[src/hdl/stq_pkg.sv]
package stq_pkg;

	localparam int TimerSlotsDef = 16;
	localparam int DestQueuesDef = 16;
	localparam int MaxOut = 16;

	localparam int OpW = 2;
	localparam int SlotW = 4;
	localparam int DestW = 4;
	localparam int DataW = 8;
	localparam int TickW = 32;
	localparam int KindW = 2;

	localparam logic [OpW-1:0] OP_TICK = 2'd0;
	localparam logic [OpW-1:0] OP_ALLOC = 2'd1;
	localparam logic [OpW-1:0] OP_FREE = 2'd2;
	localparam logic [OpW-1:0] OP_ARM = 2'd3;

	localparam logic [KindW-1:0] KIND_EXPIRY = 2'd0;
	localparam logic [KindW-1:0] KIND_ALLOC = 2'd1;
	localparam logic [KindW-1:0] KIND_ACK = 2'd2;
	localparam logic [KindW-1:0] KIND_ERROR = 2'd3;

	localparam logic [1:0] SLOT_FREE = 2'd0;
	localparam logic [1:0] SLOT_ALLOC = 2'd1;
	localparam logic [1:0] SLOT_ACTIVE = 2'd2;

	// broadcast to every cell of the queue
	typedef struct packed {
		logic ins;
		logic pop;
		logic [TickW-1:0] dl;
		logic [DestW-1:0] dest;
		logic [DataW-1:0] data;
	} stq_ctl_t;

endpackage

[src/hdl/stq_if.sv]
interface stq_req_if;
	logic valid;
	logic ready;
	logic [stq_pkg::OpW-1:0] op;
	logic [stq_pkg::SlotW-1:0] slot;
	logic [stq_pkg::DestW-1:0] dest;
	logic [stq_pkg::DataW-1:0] data;
	logic [stq_pkg::TickW-1:0] delay;
	modport source (output valid, op, slot, dest, data, delay, input ready);
	modport sink (input valid, op, slot, dest, data, delay, output ready);
endinterface

interface stq_rsp_if;
	logic valid;
	logic ready;
	logic [stq_pkg::KindW-1:0] kind;
	logic [stq_pkg::SlotW-1:0] slot_res;
	logic [stq_pkg::DestW-1:0] dest_res;
	logic [stq_pkg::DataW-1:0] data_res;
	logic last;
	logic [stq_pkg::TickW-1:0] tick_count;
	modport source (output valid, kind, slot_res, dest_res, data_res, last, tick_count,
		input ready);
	modport sink (input valid, kind, slot_res, dest_res, data_res, last, tick_count,
		output ready);
endinterface

[src/hdl/sorted_timer_queue.sv]
// Timer pool with a deadline-sorted queue held in a row of cells, one cell per slot.
// Allocate, free and arm each give one result; an arm inserts into the row as it is
// accepted, every cell comparing its deadline with the new one in parallel.
// A tick first advances the counter and then gives its results in turn, each when the
// output register is free: either a single acknowledge, or one expiry per queued timer
// whose deadline has been reached (at most 16 per tick), the row shifting toward its
// head once per expiry. A new request is taken only when the previous one has finished
// and the output register is free.
module sorted_timer_queue #(
	parameter int TIMER_SLOTS = stq_pkg::TimerSlotsDef,
	parameter int DEST_QUEUES = stq_pkg::DestQueuesDef
) (
	input  logic clk,
	input  logic arst_n,
	stq_req_if.sink req,
	stq_rsp_if.source rsp
);

	localparam int SW = $clog2(TIMER_SLOTS);
	localparam int CW = $clog2(stq_pkg::MaxOut + 1);
	localparam logic ST_IDLE = 1'b0;
	localparam logic ST_TICK = 1'b1;

	logic state_q;
	logic [CW-1:0] n_q;
	logic [stq_pkg::TickW-1:0] tick_q;
	logic [1:0] status_q [TIMER_SLOTS];

	logic rsp_valid_q;
	logic [stq_pkg::KindW-1:0] kind_q;
	logic [stq_pkg::SlotW-1:0] slot_res_q;
	logic [stq_pkg::DestW-1:0] dest_res_q;
	logic [stq_pkg::DataW-1:0] data_res_q;
	logic last_q;
	logic [stq_pkg::TickW-1:0] tick_res_q;

	logic c_valid [TIMER_SLOTS];
	logic c_ge [TIMER_SLOTS];
	logic [stq_pkg::TickW-1:0] c_dl [TIMER_SLOTS];
	logic [SW-1:0] c_slot [TIMER_SLOTS];
	logic [stq_pkg::DestW-1:0] c_dest [TIMER_SLOTS];
	logic [stq_pkg::DataW-1:0] c_data [TIMER_SLOTS];

	stq_pkg::stq_ctl_t ctl;
	logic out_free, acc;
	logic [SW-1:0] slot_ix;
	logic slot_ok, dest_ok, slot_active;
	logic free_found;
	logic [SW-1:0] free_ix;
	logic head_exp, next_exp;
	logic emit, e_last;
	logic [stq_pkg::KindW-1:0] e_kind;
	logic [stq_pkg::SlotW-1:0] e_slot;
	logic [stq_pkg::DestW-1:0] e_dest;
	logic [stq_pkg::DataW-1:0] e_data;
	logic set_free, set_active, tick_go;

	assign out_free = !rsp_valid_q || rsp.ready;
	assign req.ready = (state_q == ST_IDLE) && out_free;
	assign acc = req.valid && req.ready;

	assign slot_ix = SW'(req.slot);
	assign slot_ok = 32'(req.slot) < TIMER_SLOTS;
	assign dest_ok = 32'(req.dest) < DEST_QUEUES;
	assign slot_active = status_q[slot_ix] == stq_pkg::SLOT_ACTIVE;

	always_comb begin
		free_found = 1'b0;
		free_ix = '0;
		for (int i = TIMER_SLOTS - 1; i >= 0; i--) begin
			if (status_q[i] == stq_pkg::SLOT_FREE) begin
				free_found = 1'b1;
				free_ix = SW'(i);
			end
		end
	end

	assign head_exp = c_valid[0] && (c_dl[0] <= tick_q) && (n_q < CW'(stq_pkg::MaxOut));
	assign next_exp = c_valid[1] && (c_dl[1] <= tick_q)
		&& ((n_q + CW'(1)) < CW'(stq_pkg::MaxOut));

	always_comb begin
		emit = 1'b0;
		e_kind = stq_pkg::KIND_ACK;
		e_slot = '0;
		e_dest = '0;
		e_data = '0;
		e_last = 1'b1;
		set_free = 1'b0;
		set_active = 1'b0;
		tick_go = 1'b0;
		ctl.ins = 1'b0;
		ctl.pop = 1'b0;
		ctl.dl = tick_q + req.delay;
		ctl.dest = req.dest;
		ctl.data = req.data;
		if (state_q == ST_TICK) begin
			if (out_free) begin
				emit = 1'b1;
				if (head_exp) begin
					e_kind = stq_pkg::KIND_EXPIRY;
					e_slot = stq_pkg::SlotW'(c_slot[0]);
					e_dest = c_dest[0];
					e_data = c_data[0];
					e_last = !next_exp;
					ctl.pop = 1'b1;
				end
			end
		end else if (acc) begin
			case (req.op)
				stq_pkg::OP_TICK: begin
					tick_go = 1'b1;
				end
				stq_pkg::OP_ALLOC: begin
					emit = 1'b1;
					if (free_found) begin
						e_kind = stq_pkg::KIND_ALLOC;
						e_slot = stq_pkg::SlotW'(free_ix);
					end else begin
						e_kind = stq_pkg::KIND_ERROR;
					end
				end
				stq_pkg::OP_FREE: begin
					emit = 1'b1;
					e_slot = req.slot;
					if (!slot_ok || slot_active) begin
						e_kind = stq_pkg::KIND_ERROR;
					end else begin
						set_free = 1'b1;
					end
				end
				default: begin
					emit = 1'b1;
					e_slot = req.slot;
					if (!slot_ok || slot_active || !dest_ok) begin
						e_kind = stq_pkg::KIND_ERROR;
					end else begin
						set_active = 1'b1;
						ctl.ins = 1'b1;
					end
				end
			endcase
		end
	end

	always_ff @(posedge clk or negedge arst_n) begin
		if (!arst_n) begin
			state_q <= ST_IDLE;
			n_q <= '0;
			tick_q <= '0;
			rsp_valid_q <= 1'b0;
			for (int i = 0; i < TIMER_SLOTS; i++) begin
				status_q[i] <= stq_pkg::SLOT_FREE;
			end
		end else begin
			if (emit) begin
				rsp_valid_q <= 1'b1;
			end else if (rsp.ready) begin
				rsp_valid_q <= 1'b0;
			end
			if (tick_go) begin
				tick_q <= tick_q + 32'd1;
				n_q <= '0;
				state_q <= ST_TICK;
			end else if (state_q == ST_TICK && emit) begin
				n_q <= n_q + CW'(1);
				if (e_last) begin
					state_q <= ST_IDLE;
				end
			end
			if (ctl.pop) begin
				status_q[c_slot[0]] <= stq_pkg::SLOT_ALLOC;
			end
			if (set_free) begin
				status_q[slot_ix] <= stq_pkg::SLOT_FREE;
			end
			if (set_active) begin
				status_q[slot_ix] <= stq_pkg::SLOT_ACTIVE;
			end
			if (acc && req.op == stq_pkg::OP_ALLOC && free_found) begin
				status_q[free_ix] <= stq_pkg::SLOT_ALLOC;
			end
		end
	end

	always_ff @(posedge clk) begin
		if (emit) begin
			kind_q <= e_kind;
			slot_res_q <= e_slot;
			dest_res_q <= e_dest;
			data_res_q <= e_data;
			last_q <= e_last;
			tick_res_q <= tick_q;
		end
	end

	assign rsp.valid = rsp_valid_q;
	assign rsp.kind = kind_q;
	assign rsp.slot_res = slot_res_q;
	assign rsp.dest_res = dest_res_q;
	assign rsp.data_res = data_res_q;
	assign rsp.last = last_q;
	assign rsp.tick_count = tick_res_q;

	for (genvar i = 0; i < TIMER_SLOTS; i++) begin : g_cell
		logic l_valid, l_ge, r_valid;
		logic [stq_pkg::TickW-1:0] l_dl, r_dl;
		logic [SW-1:0] l_slot, r_slot;
		logic [stq_pkg::DestW-1:0] l_dest, r_dest;
		logic [stq_pkg::DataW-1:0] l_data, r_data;

		if (i == 0) begin : g_head
			assign l_valid = 1'b0;
			assign l_ge = 1'b0;
			assign l_dl = '0;
			assign l_slot = '0;
			assign l_dest = '0;
			assign l_data = '0;
		end else begin : g_mid
			assign l_valid = c_valid[i-1];
			assign l_ge = c_ge[i-1];
			assign l_dl = c_dl[i-1];
			assign l_slot = c_slot[i-1];
			assign l_dest = c_dest[i-1];
			assign l_data = c_data[i-1];
		end
		if (i == TIMER_SLOTS - 1) begin : g_tail
			assign r_valid = 1'b0;
			assign r_dl = '0;
			assign r_slot = '0;
			assign r_dest = '0;
			assign r_data = '0;
		end else begin : g_body
			assign r_valid = c_valid[i+1];
			assign r_dl = c_dl[i+1];
			assign r_slot = c_slot[i+1];
			assign r_dest = c_dest[i+1];
			assign r_data = c_data[i+1];
		end

		stq_cell #(.SW(SW)) u_cell (
			.clk(clk),
			.arst_n(arst_n),
			.ctl(ctl),
			.new_slot(slot_ix),
			.lft_valid(l_valid),
			.lft_ge(l_ge),
			.lft_dl(l_dl),
			.lft_slot(l_slot),
			.lft_dest(l_dest),
			.lft_data(l_data),
			.rgt_valid(r_valid),
			.rgt_dl(r_dl),
			.rgt_slot(r_slot),
			.rgt_dest(r_dest),
			.rgt_data(r_data),
			.valid(c_valid[i]),
			.ge(c_ge[i]),
			.dl(c_dl[i]),
			.slot(c_slot[i]),
			.dest(c_dest[i]),
			.data(c_data[i])
		);
	end

endmodule

[src/hdl/stq_cell.sv]
module stq_cell #(
	parameter int SW = 4
) (
	input  logic clk,
	input  logic arst_n,
	input  stq_pkg::stq_ctl_t ctl,
	input  logic [SW-1:0] new_slot,
	input  logic lft_valid,
	input  logic lft_ge,
	input  logic [stq_pkg::TickW-1:0] lft_dl,
	input  logic [SW-1:0] lft_slot,
	input  logic [stq_pkg::DestW-1:0] lft_dest,
	input  logic [stq_pkg::DataW-1:0] lft_data,
	input  logic rgt_valid,
	input  logic [stq_pkg::TickW-1:0] rgt_dl,
	input  logic [SW-1:0] rgt_slot,
	input  logic [stq_pkg::DestW-1:0] rgt_dest,
	input  logic [stq_pkg::DataW-1:0] rgt_data,
	output logic valid,
	output logic ge,
	output logic [stq_pkg::TickW-1:0] dl,
	output logic [SW-1:0] slot,
	output logic [stq_pkg::DestW-1:0] dest,
	output logic [stq_pkg::DataW-1:0] data
);

	logic valid_q;
	logic [stq_pkg::TickW-1:0] dl_q;
	logic [SW-1:0] slot_q;
	logic [stq_pkg::DestW-1:0] dest_q;
	logic [stq_pkg::DataW-1:0] data_q;

	// an empty cell counts as later than any new deadline
	assign ge = !valid_q || (dl_q >= ctl.dl);

	always_ff @(posedge clk or negedge arst_n) begin
		if (!arst_n) begin
			valid_q <= 1'b0;
		end else if (ctl.pop) begin
			valid_q <= rgt_valid;
		end else if (ctl.ins) begin
			if (lft_ge) begin
				valid_q <= lft_valid;
			end else if (ge) begin
				valid_q <= 1'b1;
			end
		end
	end

	always_ff @(posedge clk) begin
		if (ctl.pop) begin
			dl_q <= rgt_dl;
			slot_q <= rgt_slot;
			dest_q <= rgt_dest;
			data_q <= rgt_data;
		end else if (ctl.ins) begin
			if (lft_ge) begin
				dl_q <= lft_dl;
				slot_q <= lft_slot;
				dest_q <= lft_dest;
				data_q <= lft_data;
			end else if (ge) begin
				dl_q <= ctl.dl;
				slot_q <= new_slot;
				dest_q <= ctl.dest;
				data_q <= ctl.data;
			end
		end
	end

	assign valid = valid_q;
	assign dl = dl_q;
	assign slot = slot_q;
	assign dest = dest_q;
	assign data = data_q;

endmodule

[src/flat_wrapper.sv]
// flat-port wrapper written by rule: the top's interface ports become plain ports
module sorted_timer_queue_flat 
#(
	parameter int TIMER_SLOTS = stq_pkg::TimerSlotsDef,
	parameter int DEST_QUEUES = stq_pkg::DestQueuesDef
)
  (clk, arst_n, req_valid, req_op, req_slot, req_dest, req_data, req_delay, req_ready, rsp_valid, rsp_kind, rsp_slot_res, rsp_dest_res, rsp_data_res, rsp_last, rsp_tick_count, rsp_ready);
  stq_req_if req_i ();
  stq_rsp_if rsp_i ();
  input  logic clk;
  input  logic arst_n;
  input wire logic [$bits(req_i.valid)-1:0] req_valid;
  input wire logic [$bits(req_i.op)-1:0] req_op;
  input wire logic [$bits(req_i.slot)-1:0] req_slot;
  input wire logic [$bits(req_i.dest)-1:0] req_dest;
  input wire logic [$bits(req_i.data)-1:0] req_data;
  input wire logic [$bits(req_i.delay)-1:0] req_delay;
  output wire logic [$bits(req_i.ready)-1:0] req_ready;
  output wire logic [$bits(rsp_i.valid)-1:0] rsp_valid;
  output wire logic [$bits(rsp_i.kind)-1:0] rsp_kind;
  output wire logic [$bits(rsp_i.slot_res)-1:0] rsp_slot_res;
  output wire logic [$bits(rsp_i.dest_res)-1:0] rsp_dest_res;
  output wire logic [$bits(rsp_i.data_res)-1:0] rsp_data_res;
  output wire logic [$bits(rsp_i.last)-1:0] rsp_last;
  output wire logic [$bits(rsp_i.tick_count)-1:0] rsp_tick_count;
  input wire logic [$bits(rsp_i.ready)-1:0] rsp_ready;
  assign req_i.valid = req_valid;
  assign req_i.op = req_op;
  assign req_i.slot = req_slot;
  assign req_i.dest = req_dest;
  assign req_i.data = req_data;
  assign req_i.delay = req_delay;
  assign req_ready = req_i.ready;
  assign rsp_valid = rsp_i.valid;
  assign rsp_kind = rsp_i.kind;
  assign rsp_slot_res = rsp_i.slot_res;
  assign rsp_dest_res = rsp_i.dest_res;
  assign rsp_data_res = rsp_i.data_res;
  assign rsp_last = rsp_i.last;
  assign rsp_tick_count = rsp_i.tick_count;
  assign rsp_i.ready = rsp_ready;
  sorted_timer_queue #(.TIMER_SLOTS(TIMER_SLOTS), .DEST_QUEUES(DEST_QUEUES)) u_core (.clk(clk), .arst_n(arst_n), .req(req_i), .rsp(rsp_i));
endmodule
[config.mk]
export PLATFORM = sky130hd
export DESIGN_NAME = sorted_timer_queue_flat
export DESIGN_NICKNAME = d
export VERILOG_FILES = /design/src/hdl/stq_pkg.sv /design/src/hdl/stq_if.sv /design/src/hdl/sorted_timer_queue.sv /design/src/hdl/stq_cell.sv /design/src/flat_wrapper.sv
export SDC_FILE = /design/constraint.sdc
export NUM_CORES = 2
export LEC_CHECK = 0
export BUFFER_PORTS_ARGS = -buffer_cell sky130_fd_sc_hd__buf_2
export CAP_MARGIN = 25
export CELL_PAD_IN_SITES_DETAIL_PLACEMENT = 1
export CELL_PAD_IN_SITES_GLOBAL_PLACEMENT = 1
export CORE_AREA = 2 2 365 367
export CTS_CLUSTER_DIAMETER = 80
export DETAILED_ROUTE_END_ITERATION = 8
export DIE_AREA = 0 0 367 369
export PLACE_DENSITY = 0.76
export SETUP_SLACK_MARGIN = 0.5
export SLEW_MARGIN = 20
export SYNTH_ARGS = -nofsm -noshare
export SYNTH_HDL_FRONTEND = slang
export SYNTH_SLANG_ARGS = --single-unit
[constraint.sdc]
create_clock -name clk -period 8.9 [get_ports clk]
set_input_delay 1.335 -clock clk [delete_from_list [all_inputs] [get_ports clk]]
set_output_delay 1.335 -clock clk [all_outputs]
set_load 0.005 [all_outputs]
==> out/metrics.cfg <==
[clock_network]
cts_hold_buf = 0
cts_made_buffers = 110
clock_latency_ns = 0.79
cts_sinks = 906
cts_max_level = 3
cts_tree = built
clk_path_buf_depth = 3
cts_resized = 0
clkTransAtPathRegs_ns = 0.06
cts-root-buf = clkbuf_16
postCtsSetupBuffers = 0

[timing]
finalSetupTns_ns = 0
skew_ns = 0.0709
slew_headroom_pct = 21.6
worst_pin_slew_ns = 1.18
finalCritPeriodShare_pct = 86.1
max_freq_ghz = 0.130
rsz0062_at_grt = false
hold_violations = 0
layout_setup_ws_ns = 1.24
maxSlewViolCount = 0
setup_violations = 0
fin_crit_ns = 7.66

[logic_synthesis]
yosysWarnings = 0
synth_area_um2 = 58800
seq_area_frac_synth_pct = 44.7
yosysUniqueCellTypes = 87
ys_ff_latch = 906
synth_flop_cell = edfxtp_1
synth_edf_count = 771
synth.most_common_cell = nand2_1
postSynthAreaPerCell_um2 = 10.1
yosys-top-cells-area = edfxtp_1 39%, ha_1 13%, mux2i_1 10%
async_flop_share_pct = 9.60
synthCells = 5835
synthesis.nets = 6483
yosys.area.top_type = edfxtp_1
synth_top_area_share_pct = 39.4
synth_common_cells = 865 x nand2_1, 771 x edfxtp_1, 655 x o21ai_0, 602 x mux2i_1, 593 x ha_1

[power]
leakage_nw = 25.3
powerDensity_nw_per_um2 = 274
vdd_drop_max_mv = 0.167

[placement]
hpwl_mm = 139
dp_slack_ns = 0.717
io_buffers = 106
gp_congestion = 0.913

[global_route]
grt_overflow = 0
grt_pass1_vias = 49700
grt_pass1_wl_mm = 302
grt_usage_pct = 28.7
antenna_found_initial = 1
grt_max_degree = 237

[run]
drv_cap = 0

[drt]
route.top_layer_used = met4
wl_met3_mm = 10.5
drt_iter0_markers = 4226
ant_nets = 0
drt-met1-wl_mm = 87.3
wl_per_cell_um = 25.8
drt_first_pass_iters = 5
routed_wl_mm = 198
met2WireLength_mm = 92.4
drt_drc_violations_left = 0
vias = 47600
post_drt_via_cell_ratio = 6.20

[finish]
diodes = 0
nets = 6479
syn_to_final_growth_pct = 11.0
drive_gt1_share_pct = 8.23

[critical_path]
cp-startpoint = req_delay[0]
end_kind = register
cp.required_ns = 9.34
cp_max_fo = 45
critical_path_arrival_ns = 8.10
worstSetupPathType = input port to register
critPathCapture = u_core.g_cell[11].u_cell.dl[6]$_DFFE_PP_
start_kind = input port
reg2reg_to = u_core.g_cell[11].u_cell.dl[6]$_DFFE_PP_
reg2reg_depth = 22
reg2reg_slack_ns = 1.38
r2r_start = u_core.tick_q[0]$_DFFE_PN0P_

[floorplanning]
row_count = 133
core_um2 = 131000
ioPinCount = 107
dieWidth_um = 367
die_y_um = 369
die_area_um2 = 135000
start_util_pct = 44.9

[run_status]
outcome = completed

[min_path]
min_path_type = register to register

-- through the flow --
step | std cells | hold slack, ns | instance area, um2 | power, mW | util (%)
floorplan | 5835 | 0.451 | 58800 | 10.8 | -
global placement | 7471 | 0.463 | 61600 | 12.8 | 47.0
detailed placement | 7472 | 0.479 | 61600 | 13.2 | 47.0
CTS | 7681 | 0.492 | 65200 | 17.9 | 49.8
global route | 7683 | 0.517 | 65300 | 18.8 | 49.8
finish | 7683 | 0.493 | 65300 | 17.9 | 49.8
-- sequential cells by signal, indices dropped and copies added, names as in the netlist --
name and flops:
u_core.g_cell.u_cell.valid 16, u_core.rsp.valid 1, u_core.rsp.dest_res 4, u_core.state_q 1
u_core.g_cell.u_cell.slot 64, u_core.rsp.tick_count 32, u_core.rsp.last 1, u_core.g_cell.u_cell.dl 512
u_core.g_cell.u_cell.data 128, u_core.rsp.data_res 8, u_core.n_q 5, u_core.status_q 32
u_core.g_cell.u_cell.dest 64, u_core.rsp.slot_res 4, u_core.rsp.kind 2, u_core.tick_q 32
-- area by class of cell --
cell class                      count  area (um2)
Sequential cell                   906       26300
Clock buffer                      151        3050
Tap cell                         1755        2200
Fill cell                       14500       65800
Inverter                          118         443
Clock inverter                     58         609
Multi-Input combinational cell   4445       30800
Timing Repair Buffer              250        1880
-- layout by cell type (no fill, tap or decap), types with 35 or more instances in the layout --
cell type  netlist  layout
nand2_1        865     855
edfxtp_1       771     771
o21ai_0        655     652
mux2i_1        602     602
ha_1           593     593
nor2_1         304     304
a21oi_1        274     272
o21ai_1        185     184
buf_4           28     124
a21o_1         123     120
inv_1          116     116
clkbuf_16        0     111
buf_2           65     105
dfrtp_1         87      87
nand4_1         79      79
nor3_1          75      73
a211oi_1        72      71
nand3_1         56      55
dfxtp_1         48      48
xnor2_1         50      47
nor2b_1         41      41
o22ai_1         38      38
nand2b_1        35      35
-- worst min-delay path by stage --
| stage | startpoint | slack, ns | cells after the start | end |
|---|---|---|---|---|
| 4_1_cts | u_core.tick_q[23]$_DFFE_PN0P_ | 0.49 | 0 | u_core.rsp.tick_count[23]$_DFFE_PP_ |
| 3_5_place_dp | u_core.tick_q[23]$_DFFE_PN0P_ | 0.48 | 0 | u_core.rsp.tick_count[23]$_DFFE_PP_ |
| 5_1_grt | u_core.tick_q[31]$_DFFE_PN0P_ | 0.52 | 0 | u_core.rsp.tick_count[31]$_DFFE_PP_ |
| 6_report | u_core.tick_q[23]$_DFFE_PN0P_ | 0.49 | 0 | u_core.rsp.tick_count[23]$_DFFE_PP_ |
| 2_1_floorplan | u_core.tick_q[23]$_DFFE_PN0P_ | 0.45 | 0 | u_core.rsp.tick_count[23]$_DFFE_PP_ |
| 3_3_place_gp | u_core.tick_q[23]$_DFFE_PN0P_ | 0.46 | 0 | u_core.rsp.tick_count[23]$_DFFE_PP_ |
-- cell families after synthesis --
kind of cell / after synthesis / share of synthesized area (%)
buffers and inverters: 484 / 3.44
adder cells (fa/ha/maj): 602 / 12.8
flip-flops: 906 / 44.7
XOR/XNOR: 64 / 0.953
multiplexers: 609 / 10.4
AO/OA/AOI/OAI: 1603 / 16.2
AND/OR/NAND/NOR: 1567 / 11.6
-- per-layer routing --
layer | track usage [%] | vias up
met5 | 0 | -
met4 | 11.5 | 0
met3 | 3.98 | 353
met2 | 47.3 | 1344
met1 | 38.1 | 24200
li1 | - | 21700
-- worst max-delay path: stages --
cell       delay (ns)
buf_2            0.10
ha_1             0.23
fa_1             0.43
a211oi_1         0.36
o211ai_1         0.29
a21oi_1          0.35
o21ai_1          0.11
buf_4            0.17
a2111oi_0        0.67
nor2_1           0.18
xnor2_1          0.19
inv_1            0.54
buf_4            0.29
ha_1             0.27
a21o_1           0.17
a21o_1           0.18
a21o_1           0.18
a211oi_1         0.22
o21ai_0          0.26
a41oi_4          0.35
buf_4            0.74
mux2i_1          0.30
o21ai_1          0.09
-- power by group --
part	switching (mW)	leakage (nW)	internal, mW
combinational	4.33	15.0	2.68
sequential	0.576	8.49	5.65
clock	1.97	1.79	2.66
total	6.88	25.3	11.0
No activity file was read; power rests on OpenSTA's default activity.
